### config.mk
export PLATFORM = sky130hd
export DESIGN_NAME = jph_queue
export DESIGN_NICKNAME = d
export VERILOG_FILES = /design/src/rtl/joint_pair_histogram_defines.svh /design/src/rtl/jph_pkg.sv /design/src/rtl/jph_queue.sv
export SDC_FILE = /design/constraint.sdc
export NUM_CORES = 1
export LEC_CHECK = 0
export BUFFER_PORTS_ARGS = -buffer_cell sky130_fd_sc_hd__buf_2
export CAP_MARGIN = 20
export CORE_UTILIZATION = 44
export DETAILED_ROUTE_END_ITERATION = 6
export PLACE_DENSITY = 0.72
export SETUP_SLACK_MARGIN = 0.15
export SYNTH_ARGS = -nofsm -noshare
export SYNTH_HDL_FRONTEND = slang
export SYNTH_SLANG_ARGS = --single-unit
### constraint.sdc
create_clock -name clock -period 1.1 [get_ports clock]
set_input_delay 0.11 -clock clock [delete_from_list [all_inputs] [get_ports clock]]
set_output_delay 0.11 -clock clock [all_outputs]
set_load 0.01 [all_outputs]
### src/rtl/joint_pair_histogram_defines.svh
// Assertion macros for the joint pair histogram.
`ifndef JOINT_PAIR_HISTOGRAM_DEFINES_SVH
`define JOINT_PAIR_HISTOGRAM_DEFINES_SVH

`ifndef NO_ASSERTIONS

// The consequent must hold in the same cycle as the antecedent.
`define JPH_ASSERT_SAME(label, clk, rst, ante, cons) \
   label: assert property (@(posedge clk) disable iff (rst) (ante) |-> (cons)) \
      else $error("joint_pair_histogram: check failed");

// The consequent must hold in the cycle after the antecedent.
`define JPH_ASSERT_NEXT(label, clk, rst, ante, cons) \
   label: assert property (@(posedge clk) disable iff (rst) (ante) |=> (cons)) \
      else $error("joint_pair_histogram: check failed");

`else

`define JPH_ASSERT_SAME(label, clk, rst, ante, cons)
`define JPH_ASSERT_NEXT(label, clk, rst, ante, cons)

`endif

`endif

### src/rtl/jph_pkg.sv
package jph_pkg;

   localparam int DEFAULT_MAX_BINS    = 16;
   localparam int DEFAULT_COUNT_WIDTH = 16;

   localparam int BINS_WIDTH  = 5;
   localparam int VALUE_WIDTH = 4;
   localparam int OUT_WIDTH   = 16;
   localparam int PAIRS_WIDTH = 16;

   localparam logic [BINS_WIDTH-1:0] BINS_RESET = 5'd16;

   localparam int QUEUE_DEPTH = 2;
   localparam int QUEUE_PTR_W = 1;
   localparam int QUEUE_CNT_W = 2;

   localparam logic [1:0] OP_ACCUMULATE = 2'd0;
   localparam logic [1:0] OP_READ       = 2'd1;
   localparam logic [1:0] OP_READ_CLEAR = 2'd2;

   typedef struct packed {
      logic [1:0]             operation;
      logic [VALUE_WIDTH-1:0] x_value;
      logic [VALUE_WIDTH-1:0] y_value;
   } req_type;

   typedef struct packed {
      logic [OUT_WIDTH-1:0]   bin_count;
      logic [PAIRS_WIDTH-1:0] pairs_total;
      logic                   out_of_range;
   } rsp_type;

   typedef enum logic [1:0] {
      ACT_ADD,
      ACT_READ,
      ACT_CLEAR,
      ACT_REJECT
   } act_type;

   typedef struct packed {
      act_type                act;
      logic [VALUE_WIDTH-1:0] x_value;
      logic [VALUE_WIDTH-1:0] y_value;
   } cmd_type;

   typedef struct packed {
      logic    push;
      cmd_type push_data;
   } push_type;

   typedef struct packed {
      logic    full;
      logic    empty;
      cmd_type head;
   } queue_status_type;

   typedef enum logic [1:0] {
      BK_CLEAR,
      BK_IDLE,
      BK_UPDATE
   } back_state_type;

endpackage

### src/rtl/jph_queue.sv
module jph_queue (
   input  logic                      clock,
   input  logic                      reset,
   input  jph_pkg::push_type         q_push,
   input  logic                      pop,
   output jph_pkg::queue_status_type q_status
);

   jph_pkg::cmd_type                entry_ff [jph_pkg::QUEUE_DEPTH];
   logic [jph_pkg::QUEUE_PTR_W-1:0] wr_ff;
   logic [jph_pkg::QUEUE_PTR_W-1:0] wr_in;
   logic [jph_pkg::QUEUE_PTR_W-1:0] rd_ff;
   logic [jph_pkg::QUEUE_PTR_W-1:0] rd_in;
   logic [jph_pkg::QUEUE_CNT_W-1:0] count_ff;
   logic [jph_pkg::QUEUE_CNT_W-1:0] count_in;

   always_comb begin
      wr_in    = q_push.push ? wr_ff + 1'b1 : wr_ff;
      rd_in    = pop ? rd_ff + 1'b1 : rd_ff;
      count_in = count_ff;
      if (q_push.push && !pop) begin
         count_in = count_ff + 1'b1;
      end else if (pop && !q_push.push) begin
         count_in = count_ff - 1'b1;
      end
   end

   always_ff @(posedge clock) begin
      if (reset) begin
         wr_ff    <= '0;
         rd_ff    <= '0;
         count_ff <= '0;
      end else begin
         wr_ff    <= wr_in;
         rd_ff    <= rd_in;
         count_ff <= count_in;
      end
   end

   always_ff @(posedge clock) begin
      if (q_push.push) begin
         entry_ff[wr_ff] <= q_push.push_data;
      end
   end

   assign q_status.full  = count_ff == jph_pkg::QUEUE_CNT_W'(jph_pkg::QUEUE_DEPTH);
   assign q_status.empty = count_ff == '0;
   assign q_status.head  = entry_ff[rd_ff];

endmodule

Yosys cells after proc, flatten, opt, wreduce, memory -nomap -nowiden
Memories as Yosys holds them, arrays and structs flattened. A register that Yosys moved wholly into a read port is not among the register bits. Index checks and enable logic that the tools add are counted.

Muxes and demuxes: 6. Reduce and logical (&&, ||, !) cells: 6. Eq/ne operators: 1. $add $sub $neg: 4.

Operator list (number): two-way mux 1 bit (4); two-way mux 2 bit (2); adder 1 bit, second input constant (2); adder 2 x 1 -> 2 bit, second input constant (1); == test 2 bit, second input constant (1); logical AND 1 bit (2); zero test 1 bit (2); zero test 2 bit (1); nonzero test 2 bit (1); subtractor 2 x 1 -> 2 bit, second input constant (1).

Register bits after elaboration: 4. Bits in writable memories: 20. Input bits: 14. Output and inout port bits: 12. Memories kept: 1.

Memories: entry_ff (depth 2, bits a word 10, rd ports 1, clocked after memory_dff 1, wr ports 1, RTL line jph_queue.sv:9) `jph_pkg::cmd_type entry_ff [jph_pkg::QUEUE_DEPTH];`.

Logic depth before layout (Yosys ltp)
Depth in word-level cells: 4. Mapped depth: 5. Depth with buffers taken out: 5.

Worst setup path before layout
OpenSTA, ideal clock, no wires.

Kind: reg2reg. From: register wr_ff. To: memory entry_ff[0][0] (netlist name) (enable). Required time: 0.723 ns. Stages on the path, launching flop included: 2. Buffers on the path: 0. Path slack: -0.079 ns. Data arrival time: 0.801 ns. Period minus slack after synthesis: 1.179 ns. Cell sequence: dfxtp_1 nor2b_1.

RTL lines: from (decl) (RTL line jph_queue.sv:10) `logic [jph_pkg::QUEUE_PTR_W-1:0] wr_ff;`; from (signal assigned) (RTL line jph_queue.sv:34) `wr_ff <= wr_in;`; to (decl) (RTL line jph_queue.sv:9).

Straight into the memory's write port.

==> results.yml <==
drt:
  first_pass_iters: 4
  drc: 0
  wl_per_cell_um: 13.2
  num_vias: 593
  postRouteAntennaNets: 0
  viasPerCell: 4.60
  drtIter0Drc: 10
  wirelength_um: 1710
critical_path:
  r2r-start: "count_ff[0]"
  start_kind: "register"
  crit_arrival_ns: 1.24
  reg2reg_to: "count_ff[1]"
  endpoint: "q_status[0]"
  criticalPathCategory: "register to primary output"
  r2r_cells: 4
  cp_max_fo: 5
  worst_setup_path_end_kind: "primary output"
  r2r_setup_slack_ns: 0
  required_ns: 0.99
synthesis:
  synth_nets: 68
  ys_async_sr_fraction: 0
  synth-simple-area-share: 0.0500
  synth_flop_cell: "edfxtp_1"
  synth_xor_area_frac: 0.0378
  synth-compound-area-share: 0.0108
  post-synth-top-count-cell: "edfxtp_1"
  synth_seq_cells: 25
  synth_area_um2: 926
  yosysUniqueCellTypes: 15
  synth-edff-count: 20
  synth_fa_ha_area_frac: 0.0135
  synth_top_family_by_area: "multiplexers"
  synth_top_cell_area_share: 0.649
  synthTopCellsByArea: "edfxtp_1, mux2_2, dfxtp_1, nor2_1, xnor2_1"
  ys_seq_area_frac: 0.757
  syn_inst: 53
  synth_mux_area_frac: 0.122
  ys_warn_count: 0
  avgSynthCellArea_um2: 17.5
  synth_commonest_cells: "edfxtp_1, mux2_2, dfxtp_1, nor2_1"
  post-synth-top-area-cell: "edfxtp_1"
cts:
  cts.sinks: 25
  clk_pin_slew_ns: 0.13
  clock_path_buffers: 2
  cts_tree: "yes"
  cts_root_buf: "clkbuf_4"
  clock_latency_ns: 0.31
  cts_made_buffers: 3
  cts_max_level: 1
finish:
  final_core_util: 0.730
  antenna_cells: 0
  finalNetCount: 118
  stdcell_area_um2: 1430
  area_delta_synth_final_pct: 54.6
  layout-drive-gt1-share: 0.549
  final_cells: 129
  fillers: 147
placement:
  io_buffer_count: 25
  dp_hpwl_um: 1010
  gp_congestion: 0.611
  dpl.cell_count: 108
  pre_cts_slack_ns: 0.0306
  dpl_cell_area_um2: 1120
floorplan:
  ios: 26
  die_y_um: 47.9
  fp.coreArea_um2: 1960
  die_x_um: 47.9
  rows: 16
  dieArea_um2: 2290
  start_util: 0.472
power:
  p_leak_nw: 0.603
  total_power_mw: 1.98
  p_per_area_nw_per_um2: 1380
  max-vdd-ir-drop_mv: 0.872
global_route:
  grtUsageTotal: 0.161
  antenna_found_initial: 0
  grt_pass1_wl_um: 2420
  grt_max_degree: 15
  grt_pass1_vias: 610
  overflow: 0
timing:
  setup_slack_ns: -0.252
  fin_skew_ns: 0.00745
  final-hold-violation-count: 0
  slew_violations: 0
  hold_ws_ns: 0.0852
  worstMarginPinSlew_ns: 0.187
  setup_viol_count_final: 11
  post-route-period-util: 1.23
  fin_crit_ns: 1.35
  finalSetupTns_ns: -2.53
  max-slew-margin-rel: 0.874
  rsz0062_at_grt: "yes"
  fmax_ghz: 0.739
outcome:
  violations: "negative setup slack"
  status: "finished, violations left"
min_path:
  hold_path_class: "input pin to register"
run:
  timing.max_cap.violations: 0
-- worst min path at each step --
stage	startpoint	to	slack [ns]	depth (start not counted)
after floorplan	reset	count_ff[0]	0.17	1
after CTS	pop	rd_ff	0.08	3
after detailed placement	q_push[1]	entry_ff[0][1]	0.30	1
after global placement	q_push[6]	entry_ff[1][6]	0.30	1
final	pop	rd_ff	0.09	3
after global routing	pop	rd_ff	0.11	3
-- report_power, final --
part	total [mW]	leakage, nW	switching (mW)	internal [mW]
registers	1.13	0.231	0.0299	1.10
logic	0.456	0.355	0.172	0.284
clock network	0.394	0.0177	0.259	0.136
-- sequential cells by signal, summed over array words and instances, names as in the netlist, named ones only --
| register | flops |
|---|---|
| count_ff | 2 |
| rd_ff | 1 |
| wr_ff | 1 |
| entry_ff | 20 |
-- cell usage in the layout, fill, tap and decap left out, drive strengths merged --
cell type and count:
xor2 2, or3 1, a21oi 1, dlygate4sd3 11, xnor2 2, edfxtp 20, o21ai 1, ha 1
dfxtp 5, and2b 1, inv 1, clkbuf 3, and2 2, nor2b 1, mux2 10, buf 34
nor2 5, clkinv 1
-- worst max-delay path: stages, from the launching register on --
cell,delay [ns]
dfxtp_2,0.37
buf_6,0.13
mux2_4,0.31
buf_6,0.12
-- what timing repair did --
action                                  CTS  global route
endpoints found under the hold margin    23             0
hold buffers                             11             0
endpoints found under the setup margin   33            18
buffers inserted                          5             0
cloned                                    0             1
pin swaps                                 2             2
resized for setup                        27             2
-- cell type report --
cell class                      count  area [um^2]  share of cell area
Multi-Input combinational cell     27          272               0.190
Inverter                            1         3.75             0.00262
Clock buffer                        3         22.5              0.0157
Tap cell                           27         33.8              0.0236
Sequential cell                    25          708               0.495
Clock inverter                      1         5.00             0.00350
Timing Repair Buffer               45          387               0.270
-- logic make-up (layout without fill, tap and decap cells) --
| family | Yosys count | count (layout) |
|---|---|---|
| AO/OA/AOI/OAI | 2 | 2 |
| XOR/XNOR | 4 | 4 |
| adder cells (fa/ha/maj) | 1 | 1 |
| buffers and inverters | 2 | 50 |
| flip-flops | 25 | 25 |
| multiplexers | 10 | 10 |
| AND/OR/NAND/NOR | 9 | 10 |
-- routing by layer --
layer	up-vias	global-route usage	wire, um
met4	0	0.0667	8
met5	-	0	0
met1	279	0.167	682
met2	17	0.308	962
li1	295	-	-
met3	2	0.0340	51
Note: power is estimated with default switching activity, not from simulation.
