--- src/rtl/joint_pair_histogram_defines.svh ---
// Assertion macros for the joint pair histogram.
`ifndef JOINT_PAIR_HISTOGRAM_DEFINES_SVH
`define JOINT_PAIR_HISTOGRAM_DEFINES_SVH

`ifndef NO_ASSERTIONS

// The consequent must hold in the same cycle as the antecedent.
`define JPH_ASSERT_SAME(label, clk, rst, ante, cons) \
   label: assert property (@(posedge clk) disable iff (rst) (ante) |-> (cons)) \
      else $error("joint_pair_histogram: check failed");

// The consequent must hold in the cycle after the antecedent.
`define JPH_ASSERT_NEXT(label, clk, rst, ante, cons) \
   label: assert property (@(posedge clk) disable iff (rst) (ante) |=> (cons)) \
      else $error("joint_pair_histogram: check failed");

`else

`define JPH_ASSERT_SAME(label, clk, rst, ante, cons)
`define JPH_ASSERT_NEXT(label, clk, rst, ante, cons)

`endif

`endif

--- src/rtl/jph_pkg.sv ---
package jph_pkg;

   localparam int DEFAULT_MAX_BINS    = 16;
   localparam int DEFAULT_COUNT_WIDTH = 16;

   localparam int BINS_WIDTH  = 5;
   localparam int VALUE_WIDTH = 4;
   localparam int OUT_WIDTH   = 16;
   localparam int PAIRS_WIDTH = 16;

   localparam logic [BINS_WIDTH-1:0] BINS_RESET = 5'd16;

   localparam int QUEUE_DEPTH = 2;
   localparam int QUEUE_PTR_W = 1;
   localparam int QUEUE_CNT_W = 2;

   localparam logic [1:0] OP_ACCUMULATE = 2'd0;
   localparam logic [1:0] OP_READ       = 2'd1;
   localparam logic [1:0] OP_READ_CLEAR = 2'd2;

   typedef struct packed {
      logic [1:0]             operation;
      logic [VALUE_WIDTH-1:0] x_value;
      logic [VALUE_WIDTH-1:0] y_value;
   } req_type;

   typedef struct packed {
      logic [OUT_WIDTH-1:0]   bin_count;
      logic [PAIRS_WIDTH-1:0] pairs_total;
      logic                   out_of_range;
   } rsp_type;

   typedef enum logic [1:0] {
      ACT_ADD,
      ACT_READ,
      ACT_CLEAR,
      ACT_REJECT
   } act_type;

   typedef struct packed {
      act_type                act;
      logic [VALUE_WIDTH-1:0] x_value;
      logic [VALUE_WIDTH-1:0] y_value;
   } cmd_type;

   typedef struct packed {
      logic    push;
      cmd_type push_data;
   } push_type;

   typedef struct packed {
      logic    full;
      logic    empty;
      cmd_type head;
   } queue_status_type;

   typedef enum logic [1:0] {
      BK_CLEAR,
      BK_IDLE,
      BK_UPDATE
   } back_state_type;

endpackage

--- src/rtl/jph_front.sv ---
module jph_front #(
   parameter int MAX_BINS = jph_pkg::DEFAULT_MAX_BINS
) (
   input  logic                                clock,
   input  logic                                reset,
   input  logic                                req_valid,
   output logic                                req_stall,
   input  jph_pkg::req_type                    req_payload,
   input  logic                                csr_valid,
   output logic                                csr_ready,
   input  logic [jph_pkg::BINS_WIDTH-1:0]      csr_data,
   input  logic                                clearing,
   input  jph_pkg::queue_status_type           q_status,
   output jph_pkg::push_type                   q_push
);

   logic [jph_pkg::BINS_WIDTH-1:0] bins_in_use_ff;
   logic [jph_pkg::BINS_WIDTH-1:0] bins_in_use_in;
   logic                           x_ok;
   logic                           y_ok;
   jph_pkg::act_type               act;

   assign csr_ready      = 1'b1;
   assign bins_in_use_in = csr_valid ? csr_data : bins_in_use_ff;

   always_ff @(posedge clock) begin
      if (reset) begin
         bins_in_use_ff <= jph_pkg::BINS_RESET;
      end else begin
         bins_in_use_ff <= bins_in_use_in;
      end
   end

   always_comb begin
      x_ok = ({1'b0, req_payload.x_value} < bins_in_use_ff) &&
             (32'(req_payload.x_value) < 32'(MAX_BINS));
      y_ok = ({1'b0, req_payload.y_value} < bins_in_use_ff) &&
             (32'(req_payload.y_value) < 32'(MAX_BINS));
      if (!(x_ok && y_ok)) begin
         act = jph_pkg::ACT_REJECT;
      end else begin
         unique case (req_payload.operation)
            jph_pkg::OP_ACCUMULATE: act = jph_pkg::ACT_ADD;
            jph_pkg::OP_READ_CLEAR: act = jph_pkg::ACT_CLEAR;
            jph_pkg::OP_READ:       act = jph_pkg::ACT_READ;
            default:                act = jph_pkg::ACT_READ;
         endcase
      end
   end

   assign req_stall                = q_status.full || clearing;
   assign q_push.push              = req_valid && !req_stall;
   assign q_push.push_data.act     = act;
   assign q_push.push_data.x_value = req_payload.x_value;
   assign q_push.push_data.y_value = req_payload.y_value;

endmodule

--- config.mk ---
export PLATFORM = sky130hd
export DESIGN_NAME = jph_front
export DESIGN_NICKNAME = d
export VERILOG_FILES = /design/src/rtl/joint_pair_histogram_defines.svh /design/src/rtl/jph_pkg.sv /design/src/rtl/jph_front.sv
export SDC_FILE = /design/constraint.sdc
export NUM_CORES = 1
export LEC_CHECK = 0
export ABC_AREA = 1
export ABC_CLOCK_PERIOD_IN_PS = 1360
export BUFFER_PORTS_ARGS = -buffer_cell sky130_fd_sc_hd__buf_2
export CORE_UTILIZATION = 34
export DETAILED_ROUTE_END_ITERATION = 8
export PLACE_DENSITY = 0.76
export SLEW_MARGIN = 10
export SYNTH_ARGS = -nofsm -noshare
export SYNTH_HDL_FRONTEND = slang
export SYNTH_SLANG_ARGS = --single-unit
export TNS_END_PERCENT = 50
--- constraint.sdc ---
create_clock -name clock -period 1.36 [get_ports clock]
set_input_delay 0.204 -clock clock [delete_from_list [all_inputs] [get_ports clock]]
set_output_delay 0.204 -clock clock [all_outputs]
set_load 0.03 [all_outputs]
# After elaboration in Yosys (flattened, before gate mapping)
# Index checks and enable logic that the tools add are counted.
[op_classes] magnitude_cmp=2 n_reduce_logical=5 muxes=2 eq_ne=1
[ops] op="$lt 4x5->1" n=2
[ops] op="$pmux 2 s2" n=1
[ops] op="$eq 2x2->1 const B" n=1
[ops] op="$logic_and 1x1->1" n=2
[ops] op="$logic_not 2->1" n=1
[ops] op="$mux 2" n=1
[ops] op="$logic_not 1->1" n=1
[ops] op="$logic_or 1x1->1" n=1
[totals] regBits=5 inputBits=32 out_inout_bits=13

# Longest topological paths before layout
[depth] ltp_word=3 depth_mapped=8 depth_no_buf=8

# Worst setup path before layout
# OpenSTA, ideal clock, no wires.
[synth_timing] kind="register to output" startpoint="reg bins_in_use_ff[3] (netlist bit)" endpoint="out q_push[8] (netlist bit)" path_stages_with_launch=9 required_ps=1156 slack_ps=-21 n_path_buf=0 t_arrival_ps=1177 cell_sequence="dfxtp_1 > inv_1 > ha_1 > inv_1 > nor2_1 > nand2_1 > nor2_2 > nor2_2 > nand3_1"
[synth_lines] item="start: declaration" line="jph_front.sv:17" rtl="logic [jph_pkg::BINS_WIDTH-1:0] bins_in_use_ff;"
[synth_lines] item="start signal: assignment" line="jph_front.sv:28" rtl="bins_in_use_ff <= jph_pkg::BINS_RESET;"
[synth_lines] item="start signal: assignment" line="jph_front.sv:30" rtl="bins_in_use_ff <= bins_in_use_in;"
[synth_lines] item="end: declaration" line="jph_front.sv:14" rtl="output jph_pkg::push_type q_push"

==> impl_metrics.env <==
export IMPL_synth_xor_area_share_pct=0
export IMPL_crit_path_end_kind="primary output"
export IMPL_ys_seq_area_share_pct=21.6
export IMPL_grt_setup_unrepaired="yes"
export IMPL_final_core_util_pct=62.9
export IMPL_grt_max_degree=9
export IMPL_h_tree_depth=1
export IMPL_finalCriticalPeriod_ns=1.59
export IMPL_worstSetupStartpointType="flip-flop"
export IMPL_min_path_type="input pin to flip-flop"
export IMPL_p_leak_nw=0.394
export IMPL_synth_common_cells="13 x nand2_1, 10 x inv_1, 10 x nor2_1, 9 x buf_4, 6 x ha_1"
export IMPL_syn_nets=108
export IMPL_grt_overflow_total=0
export IMPL_fin_ws_ns=-0.233
export IMPL_dp_hpwl_um=763
export IMPL_regMostFlops="bins_in_use_ff"
export IMPL_synth_top_family_by_area="simple AND/OR/NAND/NOR gates"
export IMPL_num_vias=489
export IMPL_synth_area_leaders="dfxtp_1 22%, ha_1 16%, buf_4 15%"
export IMPL_cts_tree="done"
export IMPL_synth_flop_cell="dfxtp_1"
export IMPL_io_pins=45
export IMPL_ys_async_sr_fraction_pct=0
export IMPL_synth_edf_count=0
export IMPL_final_cell_count_no_fill=116
export IMPL_coreArea_um2=1190
export IMPL_drt_total_wl_um=1030
export IMPL_cts_sinks=5
export IMPL_status="finished, violations left"
export IMPL_root_buffer="clkbuf_4"
export IMPL_drv_slew=0
export IMPL_path_clk_slew_ns=0.04
export IMPL_design_area_um2=746
export IMPL_clk_latency_ns=0.24
export IMPL_die_h_um=38.9
export IMPL_fillCellCount=109
export IMPL_postPlaceCellArea_um2=596
export IMPL_largestRegisters="bins_in_use_ff x5"
export IMPL_ctsLongestPathBuffers=2
export IMPL_syn_inst=70
export IMPL_syn_avg_cell_area_um2=6.61
export IMPL_p_per_area_nw_per_um2=786
export IMPL_syn_to_final_growth_pct=61.1
export IMPL_fmax_mhz=628
export IMPL_period_share_pct=117
export IMPL_synthAdderAreaFrac_pct=16.2
export IMPL_worstPathArrival_ns=1.39
export IMPL_syn_area_um2=463
export IMPL_wl_per_cell_um=8.84
export IMPL_grt_total_usage_pct=15.1
export IMPL_fin_skew_ns=0
export IMPL_port_buffers=32
export IMPL_rows=12
export IMPL_drive_gt1_share_pct=59.8
export IMPL_cp_max_fo=3
export IMPL_grt_antenna_before_repair=0
export IMPL_vias_per_cell=4.22
export IMPL_ys_types=15
export IMPL_drv_cap=0
export IMPL_die_w_um=38.9
export IMPL_numCtsBuffers=3
export IMPL_dpl_cell_count=110
export IMPL_ir_drop_mv=0.433
export IMPL_ys_warn_count=0
export IMPL_yosysMostFrequentCell="nand2_1"
export IMPL_largest_register_ff_count=5
export IMPL_drt_iter0_markers=7
export IMPL_required_ns=1.16
export IMPL_synth_simple_gate_area_share_pct=27.6
export IMPL_drc=0
export IMPL_drt_first_pass_iters=5
export IMPL_setup_violations=2
export IMPL_fin_hold_ws_ns=0.184
export IMPL_grt_pass1_wl_um=1520
export IMPL_r2r_setup_slack_ns=0.45
export IMPL_die_area_um2=1510
export IMPL_synth_top_area_share_pct=21.6
export IMPL_diodes=0
export IMPL_synth_largest_area_cell="dfxtp_1"
export IMPL_total_power_w=0.000586
export IMPL_synth_compound_area_share_pct=8.65
export IMPL_antenna_left=0
export IMPL_critPathKind="flip-flop to primary output"
export IMPL_hold_viol=0
export IMPL_start_util_pct=39.0
export IMPL_synth_area_mux_share_pct=0
export IMPL_first_global_vias=406
export IMPL_ys_ff_latch=5
export IMPL_place_gp_congestion=0.662
export IMPL_violations="setup timing"
export IMPL_layout_nets=141
## power breakdown
| part | leakage [nW] | internal, W | switching [W] |
|---|---|---|---|
| sequential | 0.0425 | 0.000159 | 0.00000779 |
| clock | 0.0150 | 0.000111 | 0.0000573 |
| combinational | 0.336 | 0.000110 | 0.000141 |
## worst max-delay path, stage by stage (launching register included)
cell and delay, ns:
dfxtp_2 0.33, inv_4 0.05, ha_4 0.25, inv_2 0.03
nor2_4 0.08, nand2_2 0.06, nor2_2 0.08, nor2_2 0.05
nand3_1 0.08, buf_6 0.13
## worst paths after layout
path                             startpoint                             end  cells past startpoint
max          bins_in_use_ff[3]$_SDFFE_PP0P_                       q_push[8]                      9
min                                   reset  bins_in_use_ff[3]$_SDFFE_PP0P_                      2
max reg2reg  bins_in_use_ff[2]$_SDFFE_PP0P_  bins_in_use_ff[2]$_SDFFE_PP0P_                      4
min reg2reg  bins_in_use_ff[0]$_SDFFE_PP0P_  bins_in_use_ff[0]$_SDFFE_PP0P_                      2
## timing repair
item / CTS / global route
setup buffers: 1 / 1
pin swaps: 7 / 8
resized for setup: 14 / 9
hold buffers: 0 / 0
setup endpoints to repair: 2 / 2
## logic make-up after synthesis
family | Yosys count
simple gates | 30
other cells | 1
buf+inv | 22
fa+ha+maj | 6
flops | 5
compound gates | 6
## cell type report
cell class | instances | area (um^2) | share of cell area [%]
inverters | 13 | 56.3 | 7.55
flip-flops and latches | 5 | 104 | 13.9
multi-input cells | 43 | 332 | 44.5
well taps | 14 | 17.5 | 2.35
repair buffers | 37 | 210 | 28.2
clock buffers | 4 | 26.3 | 3.52
## cells in the final DEF, fill, tap and decap left out
cell,n
a211oi_1,4
a21oi_1,1
buf_2,30
buf_4,5
buf_6,2
clkbuf_1,1
clkbuf_4,3
conb_1,1
dfxtp_1,2
dfxtp_2,3
ha_4,6
inv_1,6
inv_2,4
inv_4,3
nand2_1,12
nand2_2,1
nand3_1,2
nand4_1,1
nor2_1,9
nor2_2,3
nor2_4,1
o21ai_0,1
or2_1,1
## stage by stage
stage,TNS (ns),worst slack [ns]
floorplan,-0.0419,-0.0210
detailed placement,-0.200,-0.101
finish,-0.466,-0.233
CTS,-0.596,-0.299
global route,-0.599,-0.303
global placement,-0.137,-0.0691
## routing by layer
metal  share of wire (%)  GRT usage [%]
met5                   0              0
met4                   0           7.76
met3                 6.0           1.73
met2                  54           29.6
met1                  40           15.2
Note: power is estimated with default switching activity, not from simulation.
